**src/tbrl_pkg.sv**
```systemverilog
// Package for the token bucket rate limiter: status codes, register indexes,
// reset values and fixed widths. No dependencies.
package tbrl_pkg;

    localparam int CREDIT_W   = 34;
    localparam int LEVEL_W    = 33;
    localparam int RATE_W     = 24;
    localparam int CAP_W      = 32;
    localparam int TICKS_W    = 32;
    localparam int CFG_IDX_W  = 8;
    localparam int CFG_DATA_W = 32;

    localparam logic [RATE_W-1:0] RATE_RESET = RATE_W'(10486);
    localparam logic [CAP_W-1:0]  CAP_RESET  = CAP_W'(10485760);

    localparam logic OP_TICK    = 1'b0;
    localparam logic OP_REQUEST = 1'b1;

    localparam logic [CFG_IDX_W-1:0] REG_RATE = CFG_IDX_W'(0);
    localparam logic [CFG_IDX_W-1:0] REG_CAP  = CFG_IDX_W'(1);

    typedef enum logic [1:0] {
        ST_NONE     = 2'd0,
        ST_GRANTED  = 2'd1,
        ST_WAITING  = 2'd2,
        ST_REFUSED  = 2'd3
    } t_status;

endpackage

```
**src/tbrl_if.sv**
```systemverilog
// Valid/ready channel interfaces of the token bucket rate limiter.
// Depends on tbrl_pkg for the status type and fixed widths.
interface tbrl_in_if #(parameter int REQ_W = 24) ();
    logic             valid;
    logic             ready;
    logic             op;
    logic [REQ_W-1:0] request_bytes;

    modport source (output valid, op, request_bytes, input ready);
    modport sink   (input valid, op, request_bytes, output ready);
endinterface

interface tbrl_out_if #(parameter int REQ_W = 24) ();
    logic                                   valid;
    logic                                   ready;
    tbrl_pkg::t_status                      status;
    logic [REQ_W-1:0]                       granted_bytes;
    logic signed [tbrl_pkg::LEVEL_W-1:0]    token_level;
    logic                                   request_pending;
    logic [tbrl_pkg::TICKS_W-1:0]           throttle_ticks;

    modport source (output valid, status, granted_bytes, token_level, request_pending,
                    throttle_ticks, input ready);
    modport sink   (input valid, status, granted_bytes, token_level, request_pending,
                    throttle_ticks, output ready);
endinterface

interface tbrl_cfg_if ();
    logic                              valid;
    logic                              ready;
    logic [tbrl_pkg::CFG_IDX_W-1:0]    index;
    logic [tbrl_pkg::CFG_DATA_W-1:0]   data;

    modport source (output valid, index, data, input ready);
    modport sink   (input valid, index, data, output ready);
endinterface

```
**src/token_bucket_rate_limiter.sv**
```systemverilog
// Token bucket rate limiter with debt: tick and request transactions in,
// one status transaction out per input. Depends on tbrl_pkg and tbrl_if.
// The result is registered, valid in the cycle after input accept; throughput 1 transaction/cycle.
// The credit register update (refill add, clamp, threshold compare, debit) is
// one combinational pass, so a new transaction is taken every cycle while the
// output register is empty or being drained. Config writes are registered.
// Reset (i_rst_n low, synchronous): credit = capacity = 10485760, rate = 10486,
// no request pending, throttle count zero, output empty.
module token_bucket_rate_limiter #(
    parameter int REQUEST_BITS = 24
) (
    input  logic         i_clk,
    input  logic         i_rst_n,
    tbrl_cfg_if.sink     i_cfg,
    tbrl_in_if.sink      i_in,
    tbrl_out_if.source   o_out
);
    import tbrl_pkg::*;

    localparam int PAD_W = CREDIT_W - REQUEST_BITS;

    // configuration
    logic [RATE_W-1:0]          r_rate;
    logic [CAP_W-1:0]           r_cap;

    // bucket state
    logic signed [CREDIT_W-1:0] r_credit, n_credit;
    logic                       r_waiting, n_waiting;
    logic [REQUEST_BITS-1:0]    r_wait_size, n_wait_size;
    logic [TICKS_W-1:0]         r_wait_ticks, n_wait_ticks;

    // output register
    logic                       r_out_valid;
    t_status                    r_status, n_status;
    logic [REQUEST_BITS-1:0]    r_granted, n_granted;
    logic signed [LEVEL_W-1:0]  r_level;
    logic                       r_pending;
    logic [TICKS_W-1:0]         r_ticks;

    logic                       in_fire;
    logic                       cfg_fire;

    // grant check operands
    logic signed [CREDIT_W-1:0] cap_s;
    logic signed [CREDIT_W-1:0] refill;
    logic signed [CREDIT_W-1:0] base_credit;
    logic [REQUEST_BITS-1:0]    chk_size;
    logic signed [CREDIT_W-1:0] chk_size_s;
    logic signed [CREDIT_W-1:0] thr;
    logic                       grant_ok;

    // Config port is always open; writes must only happen while idle, which the block does not enforce.
    assign i_cfg.ready = 1'b1;
    assign cfg_fire    = i_cfg.valid && i_cfg.ready;

    // One-entry output register: take a new transaction when it is empty or draining.
    assign i_in.ready = !r_out_valid || o_out.ready;
    assign in_fire    = i_in.valid && i_in.ready;

    always_comb begin
        cap_s  = $signed({{(CREDIT_W-CAP_W){1'b0}}, r_cap});
        refill = r_credit + $signed({{(CREDIT_W-RATE_W){1'b0}}, r_rate});
        if (refill > cap_s) begin
            refill = cap_s;
        end

        // A tick checks the held request against the refilled bucket;
        // a fresh request checks its own size against the current credit.
        if (i_in.op == OP_TICK) begin
            base_credit = refill;
            chk_size    = r_wait_size;
        end else begin
            base_credit = r_credit;
            chk_size    = i_in.request_bytes;
        end

        chk_size_s = $signed({{PAD_W{1'b0}}, chk_size});
        thr        = (chk_size_s < cap_s) ? chk_size_s : cap_s;
        grant_ok   = base_credit >= thr;

        n_credit     = r_credit;
        n_waiting    = r_waiting;
        n_wait_size  = r_wait_size;
        n_wait_ticks = r_wait_ticks;
        n_status     = ST_NONE;
        n_granted    = '0;

        if (i_in.op == OP_TICK) begin
            n_credit = refill;
            if (r_waiting) begin
                if (r_wait_ticks != {TICKS_W{1'b1}}) begin
                    n_wait_ticks = r_wait_ticks + TICKS_W'(1);
                end
                if (grant_ok) begin
                    n_credit    = refill - chk_size_s;
                    n_status    = ST_GRANTED;
                    n_granted   = r_wait_size;
                    n_waiting   = 1'b0;
                    n_wait_size = '0;
                end else begin
                    n_status = ST_WAITING;
                end
            end
        end else if (r_waiting) begin
            // busy: refuse, state untouched
            n_status = ST_REFUSED;
        end else if (grant_ok) begin
            n_credit  = r_credit - chk_size_s;
            n_status  = ST_GRANTED;
            n_granted = i_in.request_bytes;
        end else begin
            n_status    = ST_WAITING;
            n_waiting   = 1'b1;
            n_wait_size = i_in.request_bytes;
        end
    end

    always_ff @(posedge i_clk) begin
        if (!i_rst_n) begin
            r_rate       <= RATE_RESET;
            r_cap        <= CAP_RESET;
            r_credit     <= $signed({{(CREDIT_W-CAP_W){1'b0}}, CAP_RESET});
            r_waiting    <= 1'b0;
            r_wait_size  <= '0;
            r_wait_ticks <= '0;
            r_out_valid  <= 1'b0;
        end else begin
            if (cfg_fire) begin
                if (i_cfg.index == REG_RATE) begin
                    r_rate <= i_cfg.data[RATE_W-1:0];
                end else if (i_cfg.index == REG_CAP) begin
                    r_cap    <= i_cfg.data[CAP_W-1:0];
                    r_credit <= $signed({{(CREDIT_W-CAP_W){1'b0}}, i_cfg.data[CAP_W-1:0]});
                end
            end else if (in_fire) begin
                r_credit     <= n_credit;
                r_waiting    <= n_waiting;
                r_wait_size  <= n_wait_size;
                r_wait_ticks <= n_wait_ticks;
            end

            if (in_fire) begin
                r_out_valid <= 1'b1;
            end else if (o_out.ready) begin
                r_out_valid <= 1'b0;
            end
        end
    end

    // result payload, no reset needed
    always_ff @(posedge i_clk) begin
        if (in_fire) begin
            r_status  <= n_status;
            r_granted <= n_granted;
            r_level   <= n_credit[LEVEL_W-1:0];
            r_pending <= n_waiting;
            r_ticks   <= n_wait_ticks;
        end
    end

    assign o_out.valid           = r_out_valid;
    assign o_out.status          = r_status;
    assign o_out.granted_bytes   = r_granted;
    assign o_out.token_level     = r_level;
    assign o_out.request_pending = r_pending;
    assign o_out.throttle_ticks  = r_ticks;

    // credit never rises above capacity
    a_credit_cap: assert property (@(posedge i_clk) disable iff (!i_rst_n)
        r_credit <= cap_s)
        else $error("credit above capacity");

    // a refused request leaves the held request alone
    a_refuse_hold: assert property (@(posedge i_clk) disable iff (!i_rst_n)
        (in_fire && !cfg_fire && i_in.op == OP_REQUEST && r_waiting)
        |=> (r_waiting && $stable(r_wait_size) && $stable(r_credit)))
        else $error("refused request changed state");

    // ticks only counted while a request is held
    a_tick_count: assert property (@(posedge i_clk) disable iff (!i_rst_n)
        (in_fire && !cfg_fire && !r_waiting) |=> $stable(r_wait_ticks))
        else $error("throttle count moved with nothing pending");

    // a waiting result always reports the request as pending
    a_wait_pending: assert property (@(posedge i_clk) disable iff (!i_rst_n)
        (r_out_valid && r_status == ST_WAITING) |-> r_pending)
        else $error("waiting status without pending flag");

    // a grant result never leaves a request pending
    a_grant_clear: assert property (@(posedge i_clk) disable iff (!i_rst_n)
        (r_out_valid && r_status == ST_GRANTED) |-> !r_pending)
        else $error("grant left a request pending");

endmodule

```
**src/flat_wrapper.sv**
```systemverilog
// flat-port wrapper written by rule: the top's interface ports become plain ports
module token_bucket_rate_limiter_flat import tbrl_pkg::*;
#(
    parameter int REQUEST_BITS = 24
)
  (i_clk, i_rst_n, i_cfg_valid, i_cfg_index, i_cfg_data, i_cfg_ready, i_in_valid, i_in_op, i_in_request_bytes, i_in_ready, o_out_valid, o_out_status, o_out_granted_bytes, o_out_token_level, o_out_request_pending, o_out_throttle_ticks, o_out_ready);
  tbrl_cfg_if i_cfg_i ();
  tbrl_in_if #(.REQ_W(REQUEST_BITS)) i_in_i ();
  tbrl_out_if #(.REQ_W(REQUEST_BITS)) o_out_i ();
  input  logic i_clk;
  input  logic i_rst_n;
  input wire logic [$bits(i_cfg_i.valid)-1:0] i_cfg_valid;
  input wire logic [$bits(i_cfg_i.index)-1:0] i_cfg_index;
  input wire logic [$bits(i_cfg_i.data)-1:0] i_cfg_data;
  output wire logic [$bits(i_cfg_i.ready)-1:0] i_cfg_ready;
  input wire logic [$bits(i_in_i.valid)-1:0] i_in_valid;
  input wire logic [$bits(i_in_i.op)-1:0] i_in_op;
  input wire logic [$bits(i_in_i.request_bytes)-1:0] i_in_request_bytes;
  output wire logic [$bits(i_in_i.ready)-1:0] i_in_ready;
  output wire logic [$bits(o_out_i.valid)-1:0] o_out_valid;
  output wire logic [$bits(o_out_i.status)-1:0] o_out_status;
  output wire logic [$bits(o_out_i.granted_bytes)-1:0] o_out_granted_bytes;
  output wire logic [$bits(o_out_i.token_level)-1:0] o_out_token_level;
  output wire logic [$bits(o_out_i.request_pending)-1:0] o_out_request_pending;
  output wire logic [$bits(o_out_i.throttle_ticks)-1:0] o_out_throttle_ticks;
  input wire logic [$bits(o_out_i.ready)-1:0] o_out_ready;
  assign i_cfg_i.valid = i_cfg_valid;
  assign i_cfg_i.index = i_cfg_index;
  assign i_cfg_i.data = i_cfg_data;
  assign i_cfg_ready = i_cfg_i.ready;
  assign i_in_i.valid = i_in_valid;
  assign i_in_i.op = i_in_op;
  assign i_in_i.request_bytes = i_in_request_bytes;
  assign i_in_ready = i_in_i.ready;
  assign o_out_valid = o_out_i.valid;
  assign o_out_status = o_out_i.status;
  assign o_out_granted_bytes = o_out_i.granted_bytes;
  assign o_out_token_level = o_out_i.token_level;
  assign o_out_request_pending = o_out_i.request_pending;
  assign o_out_throttle_ticks = o_out_i.throttle_ticks;
  assign o_out_i.ready = o_out_ready;
  token_bucket_rate_limiter #(.REQUEST_BITS(REQUEST_BITS)) u_core (.i_clk(i_clk), .i_rst_n(i_rst_n), .i_cfg(i_cfg_i), .i_in(i_in_i), .o_out(o_out_i));
endmodule
```
**config.mk**
```make
export PLATFORM = sky130hd
export DESIGN_NAME = token_bucket_rate_limiter_flat
export DESIGN_NICKNAME = d
export VERILOG_FILES = /design/src/tbrl_pkg.sv /design/src/tbrl_if.sv /design/src/token_bucket_rate_limiter.sv /design/src/flat_wrapper.sv
export SDC_FILE = /design/constraint.sdc
export NUM_CORES = 1
export LEC_CHECK = 0
export BUFFER_PORTS_ARGS = -buffer_cell sky130_fd_sc_hd__buf_2
export CORE_UTILIZATION = 45
export DETAILED_ROUTE_END_ITERATION = 8
export GPL_TIMING_DRIVEN = 0
export SLEW_MARGIN = 20
export SYNTH_ARGS = -nofsm -noshare
export SYNTH_HDL_FRONTEND = slang
export SYNTH_SLANG_ARGS = --single-unit
```
**constraint.sdc**
```tcl
create_clock -name i_clk -period 11.6 [get_ports i_clk]
set_clock_uncertainty 0.15 [all_clocks]
set_input_delay 0.58 -clock i_clk [delete_from_list [all_inputs] [get_ports i_clk]]
set_output_delay 0.58 -clock i_clk [all_outputs]
set_load 0.02 [all_outputs]
```
==> results of run 1 <==
state kept, by name, summed over array words and instances (netlist names):
name                          flops
u_core.r_waiting                  1
u_core.r_rate                    24
u_core.r_wait_size               24
u_core.o_out.token_level         33
u_core.r_cap                     32
u_core.r_credit                  34
u_core.o_out.request_pending      1
u_core.o_out.valid                1
u_core.o_out.throttle_ticks      32
u_core.o_out.status               1
u_core.r_wait_ticks              32
u_core.o_out.granted_bytes       24
kinds of logic after synthesis:
group / after synthesis / synth area share (%)
compound gates: 657 / 23.70
simple gates: 662 / 17.15
buf+inv: 220 / 4.846
mux: 80 / 4.853
fa+ha+maj: 163 / 11.46
other cells: 1 / 0.02084
xor+xnor: 127 / 6.327
flops: 239 / 31.65
cell type report:
cell class,instances,share of cell area [%]
Sequential cell,239,27.65
Tap cell,518,3.146
Timing Repair Buffer,163,4.081
Clock inverter,24,1.500
Buffer,119,2.393
Inverter,101,1.852
Clock buffer,32,3.729
Multi-Input combinational cell,1698,55.65
report_power, final:
| part | total (W) | internal, W | leakage (nW) | switching, W |
|---|---|---|---|---|
| clock | 0.00103 | 0.000600 | 0.507 | 0.000425 |
| combinational | 0.00102 | 0.000362 | 5.75 | 0.000662 |
| sequential | 0.000944 | 0.000915 | 2.11 | 0.0000289 |
| total | 0.00299 | 0.00188 | 8.36 | 0.00112 |
per-stage QoR:
stage	area [sq um]	utilization [%]	hold WS (ns)	std cells	power, W
detailed placement	19520	50.05	0.3065	2838	0.001951
global placement	19480	49.94	0.2978	2836	0.001950
global route	20600	52.81	0.09568	2894	0.003113
finish	20600	52.81	0.09314	2894	0.002994
floorplan	18030	-	0.2863	2157	0.001627
CTS	20600	52.81	0.06974	2894	0.002976
cells in the final DEF, fill, tap and decap left out, types with 8 or more instances in the layout:
master	n
o211ai_1	41
o21ai_0	139
or3_1	23
mux2_2	54
nor3_1	35
nand2b_1	24
nand4_1	27
a21boi_0	8
mux2i_1	25
buf_2	168
ha_1	160
o31ai_1	16
conb_1	9
edfxtp_1	91
xnor2_1	70
and2_1	8
nand3_1	69
o21a_1	36
a21oi_1	186
a22o_1	28
inv_1	100
and3_1	15
nor2_1	140
nand2_1	263
o21ai_1	9
clkbuf_1	100
a31oi_1	21
clkbuf_16	30
xor2_1	55
nor4_1	12
nor2b_1	10
a21o_1	37
a22oi_1	27
and4_1	9
a211oi_1	24
dfxtp_1	148
critical path, delay by kind of cell, from the launching register on:
kind / cells / cell delay, ns
and+or+nand+nor: 13 / 3.47
xor gates and xnor gates: 1 / 0.10
adders and majority gates: 3 / 1.06
buffers and inverters: 4 / 1.40
AOI/OAI and AO/OA: 13 / 3.66
DFF: 1 / 0.64
layer usage:
metal / global-route usage (%) / up-vias
met5: 0 / -
met4: 11.23 / 0
met3: 4.224 / 144
met2: 52.57 / 769
met1: 47.12 / 8488
li1: - / 8272
worst paths after layout:
| kind | end | slack [ns] |
|---|---|---|
| hold / removal | u_core.o_out.valid | 0.09 |
| setup / recovery | u_core.r_credit[13] | 1.02 |
| setup reg to reg | u_core.r_credit[13] | 1.02 |
| hold reg to reg | u_core.r_rate[9] | 0.31 |
==> metrics.md, run 1 <==
| Metric | Value |
|---|---|
| Status | `finished, final reports clean` |
| Critical Path Source Type | `flip-flop` |
| RR Startpoint | `u_core.r_credit[1]` |
| Synthesized flop and latch total | `239` |
| Worst Hold Class | `input pin to flip-flop` |
| Leak | `about 8.4 nW` |
| Crit-path max cell delay | `0.64 ns` |
| Hpwl dp | `about 56 mm` |
| Mapped Area | `18000 sq um` |
| Die width | `between 200 and 250 microns` |
| Filler Cell Count | `3743` |
| Die Area | `40790 sq um` |
| Period Utilization, post-route | `91.20%` |
| Hold depth | `3` |
| DP Worst Slack | `around 1.4 ns` |
| # H-tree levels | `1` |
| Setup violators final | `0` |
| Post-synth EDFFs | `91` |
| Worst setup path start | `u_core.r_credit[1]` |
| Number of antenna violations at the first check in global routing | `0` |
| Nets@finish | `between 2000 and 3000` |
| GRT overflow | `0` |
| Crit path time final | `10.58 ns` |
| Final ANT Viol Nets | `0` |
| Worst Path Required | `11.99 ns` |
| R2R depth | `34` |
| CTS tree | `yes` |
| Top sig layer | `met4` |
| First-pass GRT wire length | `102.6 mm` |
| Slew headroom | `between 20% and 30%` |
| RSZ-0062 raised after global routing | `false` |
| Vias | `17670` |
| Slew @ Worst Pin | `1.194 ns` |
| Multi-input gate area | `~11000 sq um` |
| Peak VDD IR | `0.1196 mV` |
| Residual DRC | `0` |
| Synth unique cells | `90` |
| Vias/cell | `6.107` |
| Post-Route WL | `69.46 mm` |
| IO Count | `between 150 and 200` |
| Fmax | `roughly 95 MHz` |
| Final Max Tran Viols | `0` |
| Sequential area share after synthesis | `31.65%` |
| Max-Cap Viols | `0` |
| Commonest cells in the netlist | `263 x nand2_1, 186 x a21oi_1, 160 x ha_1, 148 x dfxtp_1, 140 x nor2_1` |
| Gr usage total | `33.43%` |
| PnR worst setup slack | `1.021 ns` |
| Cells after Synth | `2149` |
| WL met2 | `30.03 mm` |
| Routability cong. | `approximately 1` |
| Min-delay src | `i_in_valid` |
| Crit path max fanout | `10` |
| PostCTS Resize Cnt | `0` |
| Clock Path Buffers | `3` |
| Num CTS Buffers | `30` |
| Antenna diode count | `0` |
| Post CTS Setup Buffer Count | `0` |
| Insertion delay to the later sink of the worst-skew pair | `0.60 ns` |
| Ys async rst share | `0%` |
| Sum Neg Setup Slack | `0 ns` |
| Fraction of layout instances using a drive strength above 1 | `13.30%` |
| Initial Utilization | `between 40 and 50%` |
| Largest cells by area after synthesis | `dfxtp_1 16%, edfxtp_1 15%, ha_1 11%, nand2_1 5.5%, a21oi_1 5.2%` |
| Final Hold Viols | `0` |
| TritonRoute pass-1 iters | `6` |
| First DRT Iteration DRCs | `1342` |
| Yosys top cell by area | `dfxtp_1` |
| CORE AREA | `39010 sq um` |
| Clock Sinks | `239` |
| Worst path slowest cell | `dfxtp_1` |
| Post-synth top area share | `16.46%` |
| WP data arrival | `10.97 ns` |
| Ys flop type | `dfxtp_1` |
| Root Buffer Master | `clkbuf_16` |
| PortBufs | `161` |
| Storage cell area | `5695 sq um` |
| CP Capture Type | `flip-flop` |
| Yosys warns | `0` |
| Routed WL per cell | `24.00 microns` |
| Vias in the first global route | `16640` |
| Most frequent cell after synthesis | `nand2_1` |
| Metal-1 WL | `~31 mm` |
| Hold Buf Count CTS | `0` |
| Die H | `202.0 microns` |
| Routed wl met3 | `5.610 mm` |
| Pwr/cell area | `145.3 nW/um^2` |
| Area grow syn2layout | `14.48%` |
| Clock Pin Slew Worst Setup and Hold Paths | `0.06 ns` |
| Avg Cell Area, Syn | `8.374 sq um` |
| Row count | `72` |
| CP Class | `flip-flop to flip-flop` |
| Largest net degree at the start of global routing | `52` |
No activity file was read; power rests on OpenSTA's default activity.
==> run 2, diff against run 1 <==
--- a/config.mk
+++ b/config.mk
@@ -6,9 +6,10 @@
 export NUM_CORES = 1
 export LEC_CHECK = 0
 export BUFFER_PORTS_ARGS = -buffer_cell sky130_fd_sc_hd__buf_2
-export CORE_UTILIZATION = 45
+export CORE_UTILIZATION = 60
 export DETAILED_ROUTE_END_ITERATION = 8
 export GPL_TIMING_DRIVEN = 0
+export PLACE_DENSITY = 0.8
 export SLEW_MARGIN = 20
 export SYNTH_ARGS = -nofsm -noshare
 export SYNTH_HDL_FRONTEND = slang
==> run 2 against run 1 <==
  * Register-to-register slack improved by 0.38 ns
  * Clock-buffer cell count down 1
  * Combinational power barely moved
  * Design area decreased by 1.2%
  * First-iteration DRC count is 57% higher
  * Critical path depth down 1
  * Flip-flop and latch count unchanged
  * Sequential power about the same
  * Die area decreased by 25%
  * Largest power group is now combinational cells
==> metrics.md, run 2 (synthesis results as in run 1) <==
| Metric | Value |
|---|---|
| Status | `finished, final reports clean` |
| Pwr/cell area | `143.2 nW/um^2` |
| Area grow syn2layout | `13.13%` |
| Vias | `18080` |
| RSZ-0062 raised after global routing | `false` |
| Non-Filler Instances | `2759` |
| Crit path max fanout | `10` |
| CTS tree | `yes` |
| Worst Path Required | `11.75 ns` |
| Clock Pin Slew Worst Setup and Hold Paths | `around 0.060 ns` |
| Hold depth | `3` |
| CP Capture Type | `flip-flop` |
| PostCTS Resize Cnt | `0` |
| Worst flop-to-flop path endpoint | `u_core.o_out.token_level[13]` |
| Critical Path Source Type | `flip-flop` |
| Final Hold Viols | `0` |
| End of the critical path | `u_core.o_out.token_level[13]` |
| Routed WL per cell | `23.31 microns` |
| Max reg flops | `34` |
| Hold Buf Count CTS | `0` |
| GRT overflow | `0` |
| Root Buffer Master | `clkbuf_16` |
| Gr usage total | `40.90%` |
| Die Area | `30690 sq um` |
| IO Count | `165` |
| Vias in the first global route | `16590` |
| Max-Cap Viols | `0` |
| Most common cell after layout, fill and taps aside | `nand2_1` |
| Post CTS Setup Buffer Count | `0` |
| Die width | `about 180 microns` |
| PortBufs | `161` |
| Clock Sinks | `239` |
| Filler Cell Count | `about 2500` |
| RR Startpoint | `u_core.r_credit[1]` |
| Fin area | `just over 20000 sq um` |
| Final Max Tran Viols | `0` |
| Setup violators final | `0` |
| Worst path slowest cell | `dfxtp_1` |
| Die H | `175.2 microns` |
| Final ANT Viol Nets | `0` |
| Residual DRC | `0` |
| Total power | `0.002916 W` |
| Leak | `roughly 8.3 nW` |
| Commonest non-fill, non-tap cells in the layout | `263 x nand2_1, 186 x a21oi_1, 168 x buf_2, 160 x ha_1, 148 x dfxtp_1` |
| Insertion delay to the later sink of the worst-skew pair | `0.58 ns` |
| Storage cell area | `5695 sq um` |
| Num CTS Buffers | `27` |
| Routability cong. | `1.028` |
| Placed cell area | `about 19000 sq um` |
| Nets@finish | `about 2600` |
| Final Util | `68.88%` |
| Fraction of layout instances using a drive strength above 1 | `13.04%` |
| Clock Path Buffers | `3` |
| Placed Cells | `2709` |
| CORE AREA | `~30000 sq um` |
| Multi-input gate area | `11470 sq um` |
| Crit-path max cell delay | `0.61 ns` |
| Vias/cell | `between 6 and 7` |
| Worst setup path start | `u_core.r_credit[1]` |
| Fmax | `98.06 MHz` |
| Biggest register | `u_core.r_credit` |
| Slew headroom | `approximately 27%` |
| Hpwl dp | `50.73 mm` |
| First-pass GRT wire length | `95.43 mm` |
| First DRT Iteration DRCs | `around 2100` |
| Worst Hold Class | `input pin to flip-flop` |
| WP data arrival | `10.35 ns` |
| Crit path time final | `10.20 ns` |
| Period Utilization, post-route | `87.91%` |
| CP Class | `flip-flop to flip-flop` |
| Antenna diode count | `0` |
| Number of antenna violations at the first check in global routing | `0` |
| TritonRoute pass-1 iters | `6` |
| Peak VDD IR | `0.1252 mV` |
| Sum Neg Setup Slack | `0 ns` |
| R2R depth | `33` |
| Slew @ Worst Pin | `1.095 ns` |
| # H-tree levels | `1` |
| Post-Route WL | `64.31 mm` |
| Row count | `63` |
| Initial Utilization | `around three fifths` |
| Largest net degree at the start of global routing | `63` |
| Reg2reg setup slack | `roughly 1.4 ns` |
run 2: changes by cell type in the layout (fill, tap and decap cells not counted), sizes merged:
cell,delta
clkinvlp,-4
inv,-4
bufinv,+2
buf,-1
clkbuf,-1
clkinv,+1
run 2: metrics by stage:
step	setup WS (ns)	hold slack, ns
global route	0.9423	0.1245
floorplan	3.987	0.2863
CTS	1.632	0.1096
detailed placement	1.746	0.3027
global placement	1.688	0.2987
finish	1.402	0.1171
run 2: critical path: cells and delay by family, from the launching register on:
kind | cells | cell delay [ns]
AOI/OAI and AO/OA | 12 | 3.27
buffers and inverters | 4 | 1.41
xor gates and xnor gates | 1 | 0.10
DFF | 1 | 0.61
adders and majority gates | 3 | 1.01
and+or+nand+nor | 13 | 3.37
run 2: power breakdown:
group | switching, W | total [W] | internal, W
Sequential | 0.0000269 | 0.000942 | 0.000915
Combinational | 0.000645 | 0.00101 | 0.000361
Clock | 0.000376 | 0.000968 | 0.000592
Total | 0.00105 | 0.00292 | 0.00187
run 2: how the worst min path moves through the flow:
stage,end,start
floorplan,u_core.r_cap[26],u_core.r_cap[26]
global placement,u_core.r_cap[26],u_core.r_cap[26]
detailed placement,u_core.r_rate[21],u_core.r_rate[21]
CTS,u_core.o_out.valid,i_in_valid
global route,u_core.r_cap[29],i_cfg_data[29]
finish,u_core.o_out.valid,i_in_valid
run 2: area by class of cell:
class,instances,area share (%)
well taps,390,2.397
repair buffers,162,4.093
plain buffers,119,2.421
multi-input cells,1698,56.35
clock buffers,31,3.441
clock inverters,19,1.450
inverters,101,1.874
flip-flops and latches,239,27.97
run 2: per-layer routing:
metal / track usage [%] / up-vias / wire, microns
li1: - / 8266 / -
met1: 56.10 / 8541 / 26460
met2: 62.09 / 1090 / 27250
met3: 7.354 / 178 / 7408
met4: 19.53 / 0 / 3193
met5: 0 / - / 0
==> run 3, diff against run 2 <==
--- a/config.mk
+++ b/config.mk
@@ -7,9 +7,11 @@
 export LEC_CHECK = 0
 export BUFFER_PORTS_ARGS = -buffer_cell sky130_fd_sc_hd__buf_2
 export CORE_UTILIZATION = 60
+export CTS_CLUSTER_DIAMETER = 30
 export DETAILED_ROUTE_END_ITERATION = 8
 export GPL_TIMING_DRIVEN = 0
 export PLACE_DENSITY = 0.8
+export REMOVE_ABC_BUFFERS = 1
 export SLEW_MARGIN = 20
 export SYNTH_ARGS = -nofsm -noshare
 export SYNTH_HDL_FRONTEND = slang
==> constraint.sdc (replaced) <==
create_clock -name i_clk -period 12 [get_ports i_clk]
set_clock_uncertainty 0.15 [all_clocks]
set_input_delay 0.6 -clock i_clk [delete_from_list [all_inputs] [get_ports i_clk]]
set_output_delay 0.6 -clock i_clk [all_outputs]
set_load 0.02 [all_outputs]
==> run 3 against run 2 <==
  * Via count down 1.7%
  * Routed wire length fell by 3.8%
  * Sequential share of layout area down 1.1 points
  * Final cell count decreased by 1.6%
  * Clock-buffer cell count grew 37
  * Flip-flop and latch count unchanged
  * Largest power group is now the clock network
==> metrics.md, run 3 (synthesis results as in run 1) <==
| Metric | Value |
|---|---|
| Pwr/cell area | `161.3 nW/um^2` |
| Area grow syn2layout | `17.92%` |
| Worst Hold Class | `input pin to flip-flop` |
| Gr usage total | `39.56%` |
| Largest net degree at the start of global routing | `77` |
| Final Hold Viols | `0` |
| Die H | `175.2 microns` |
| Clock Pin Slew Worst Setup and Hold Paths | `0.05 ns` |
| WP data arrival | `11.75 ns` |
| GRT overflow | `0` |
| Num CTS Buffers | `55` |
| Period Utilization, post-route | `95.34%` |
| Filler Cell Count | `between 2000 and 2500` |
| Clock Path Buffers | `3` |
| Antenna diode count | `0` |
| Slew @ Worst Pin | `1.181 ns` |
| First DRT Iteration DRCs | `1799` |
| Post CTS Setup Buffer Count | `0` |
| Worst Path Required | `12.31 ns` |
| CTS tree | `yes` |
| Fmax | `87.40 MHz` |
| # H-tree levels | `2` |
| Hold depth | `3` |
| Routability cong. | `0.9751` |
| TritonRoute pass-1 iters | `8` |
| Residual DRC | `0` |
| Non-Filler Instances | `2714` |
| Biggest register | `u_core.r_credit` |
| Crit-path max cell delay | `0.90 ns` |
| Initial Utilization | `60.88%` |
| Final ANT Viol Nets | `0` |
| Final Max Tran Viols | `0` |
| Final Util | `71.79%` |
| Number of antenna violations at the first check in global routing | `0` |
| Cell mode on critical path | `nor2_1` |
| Worst path slowest cell | `nor2_1` |
| Leak | `8.796 nW` |
| Hpwl dp | `about 43 mm` |
| Nets@finish | `2512` |
| Insertion delay to the later sink of the worst-skew pair | `0.58 ns` |
| CP Capture Type | `flip-flop` |
| Die Area | `30690 sq um` |
| First-pass GRT wire length | `between 90 and 100 mm` |
| Storage cell area | `5695 sq um` |
| CORE AREA | `29560 sq um` |
| Max-Cap Viols | `0` |
| Total power | `roughly 0.0034 W` |
| R2R depth | `29` |
| Most common cell after layout, fill and taps aside | `nand2_1` |
| Vias in the first global route | `about 17000` |
| IO Count | `165` |
| PortBufs | `163` |
| Placed Cells | `about 2600` |
| Peak VDD IR | `0.1196 mV` |
| Multi-input gate area | `11550 sq um` |
| Post-Route WL | `61.89 mm` |
| Critical Path Source Type | `flip-flop` |
| PostCTS Resize Cnt | `0` |
| Die width | `175.2 microns` |
| Routed WL per cell | `22.81 microns` |
| Hold Buf Count CTS | `0` |
| Root Buffer Master | `clkbuf_16` |
| Slew headroom | `21.28%` |
| Crit path max fanout | `22` |
| CP Class | `flip-flop to flip-flop` |
| Vias | `17760` |
| Vias/cell | `6.545` |
| Max reg flops | `34` |
| Crit path time final | `11.44 ns` |
| Commonest non-fill, non-tap cells in the layout | `260 x nand2_1, 186 x a21oi_1, 165 x buf_2, 160 x ha_1, 148 x dfxtp_1` |
| Row count | `63` |
| Clock Sinks | `239` |
| Fraction of layout instances using a drive strength above 1 | `between 15 and 20%` |
| RSZ-0062 raised after global routing | `false` |
| Setup violators final | `0` |
| Status | `finished, final reports clean` |
run 3: cell count changes in the layout (fill, tap and decap cells not counted), sizes merged:
| cell | before | now |
|---|---|---|
| inv | 102 | 112 |
| clkinv | 9 | 11 |
| buf | 182 | 184 |
| clkinvlp | 2 | 4 |
| bufinv | 7 | 8 |
| clkbuf | 130 | 68 |
run 3: final cells by class:
| type | count | share of cell area [%] |
|---|---|---|
| multi-input combinational | 1698 | 54.42 |
| timing repair buffer | 184 | 5.524 |
| tap | 390 | 2.299 |
| clock inverter | 34 | 2.081 |
| sequential | 239 | 26.84 |
| inverter | 101 | 1.834 |
| clock buffer | 68 | 6.998 |
run 3: worst paths after layout:
path              slack, ns                  end                 from
hold / removal         0.12     u_core.r_rate[1]        i_cfg_data[1]
setup reg to reg       0.56  u_core.r_credit[17]  u_core.r_credit[11]
hold reg to reg        0.31     u_core.r_cap[26]     u_core.r_cap[26]
setup / recovery       0.56  u_core.r_credit[17]  u_core.r_credit[11]
run 3: power by group:
| group | leakage (nW) | switching [W] | internal, W |
|---|---|---|---|
| registers | 2.11 | 0.0000295 | 0.000887 |
| logic | 5.76 | 0.000596 | 0.000346 |
| clock network | 0.934 | 0.000511 | 0.00105 |
run 3: stage by stage:
stage                     worst slack [ns]  cell area (sq um)  hold slack, ns  setup TNS (ns)
after floorplan                      3.159              17530          0.2863               0
after global placement              -2.167              18840          0.2947          -59.70
after detailed placement            0.9663              19280          0.2998               0
after CTS                           0.8602              21210          0.1090               0
after global routing                0.4473              21220          0.1335               0
final                               0.5589              21220          0.1228               0
run 3: layer usage:
| metal | share of wire, % | track usage [%] | vias up |
|---|---|---|---|
| met5 | 0 | 0 | - |
| met4 | 4.8 | 19.17 | 0 |
| met3 | 9.5 | 7.572 | 203 |
| met2 | 46 | 65.24 | 1016 |
| met1 | 40 | 49.57 | 8403 |
| li1 | - | - | 8140 |
run 3: worst max-delay path: cells and delay by family (launching register included):
| kind | cells | cell delay, ns |
|---|---|---|
| xor+xnor | 1 | 0.11 |
| simple gates | 12 | 4.98 |
| mux | 1 | 0.37 |
| compound gates | 12 | 4.34 |
| flops | 1 | 0.49 |
| fa+ha+maj | 3 | 0.86 |
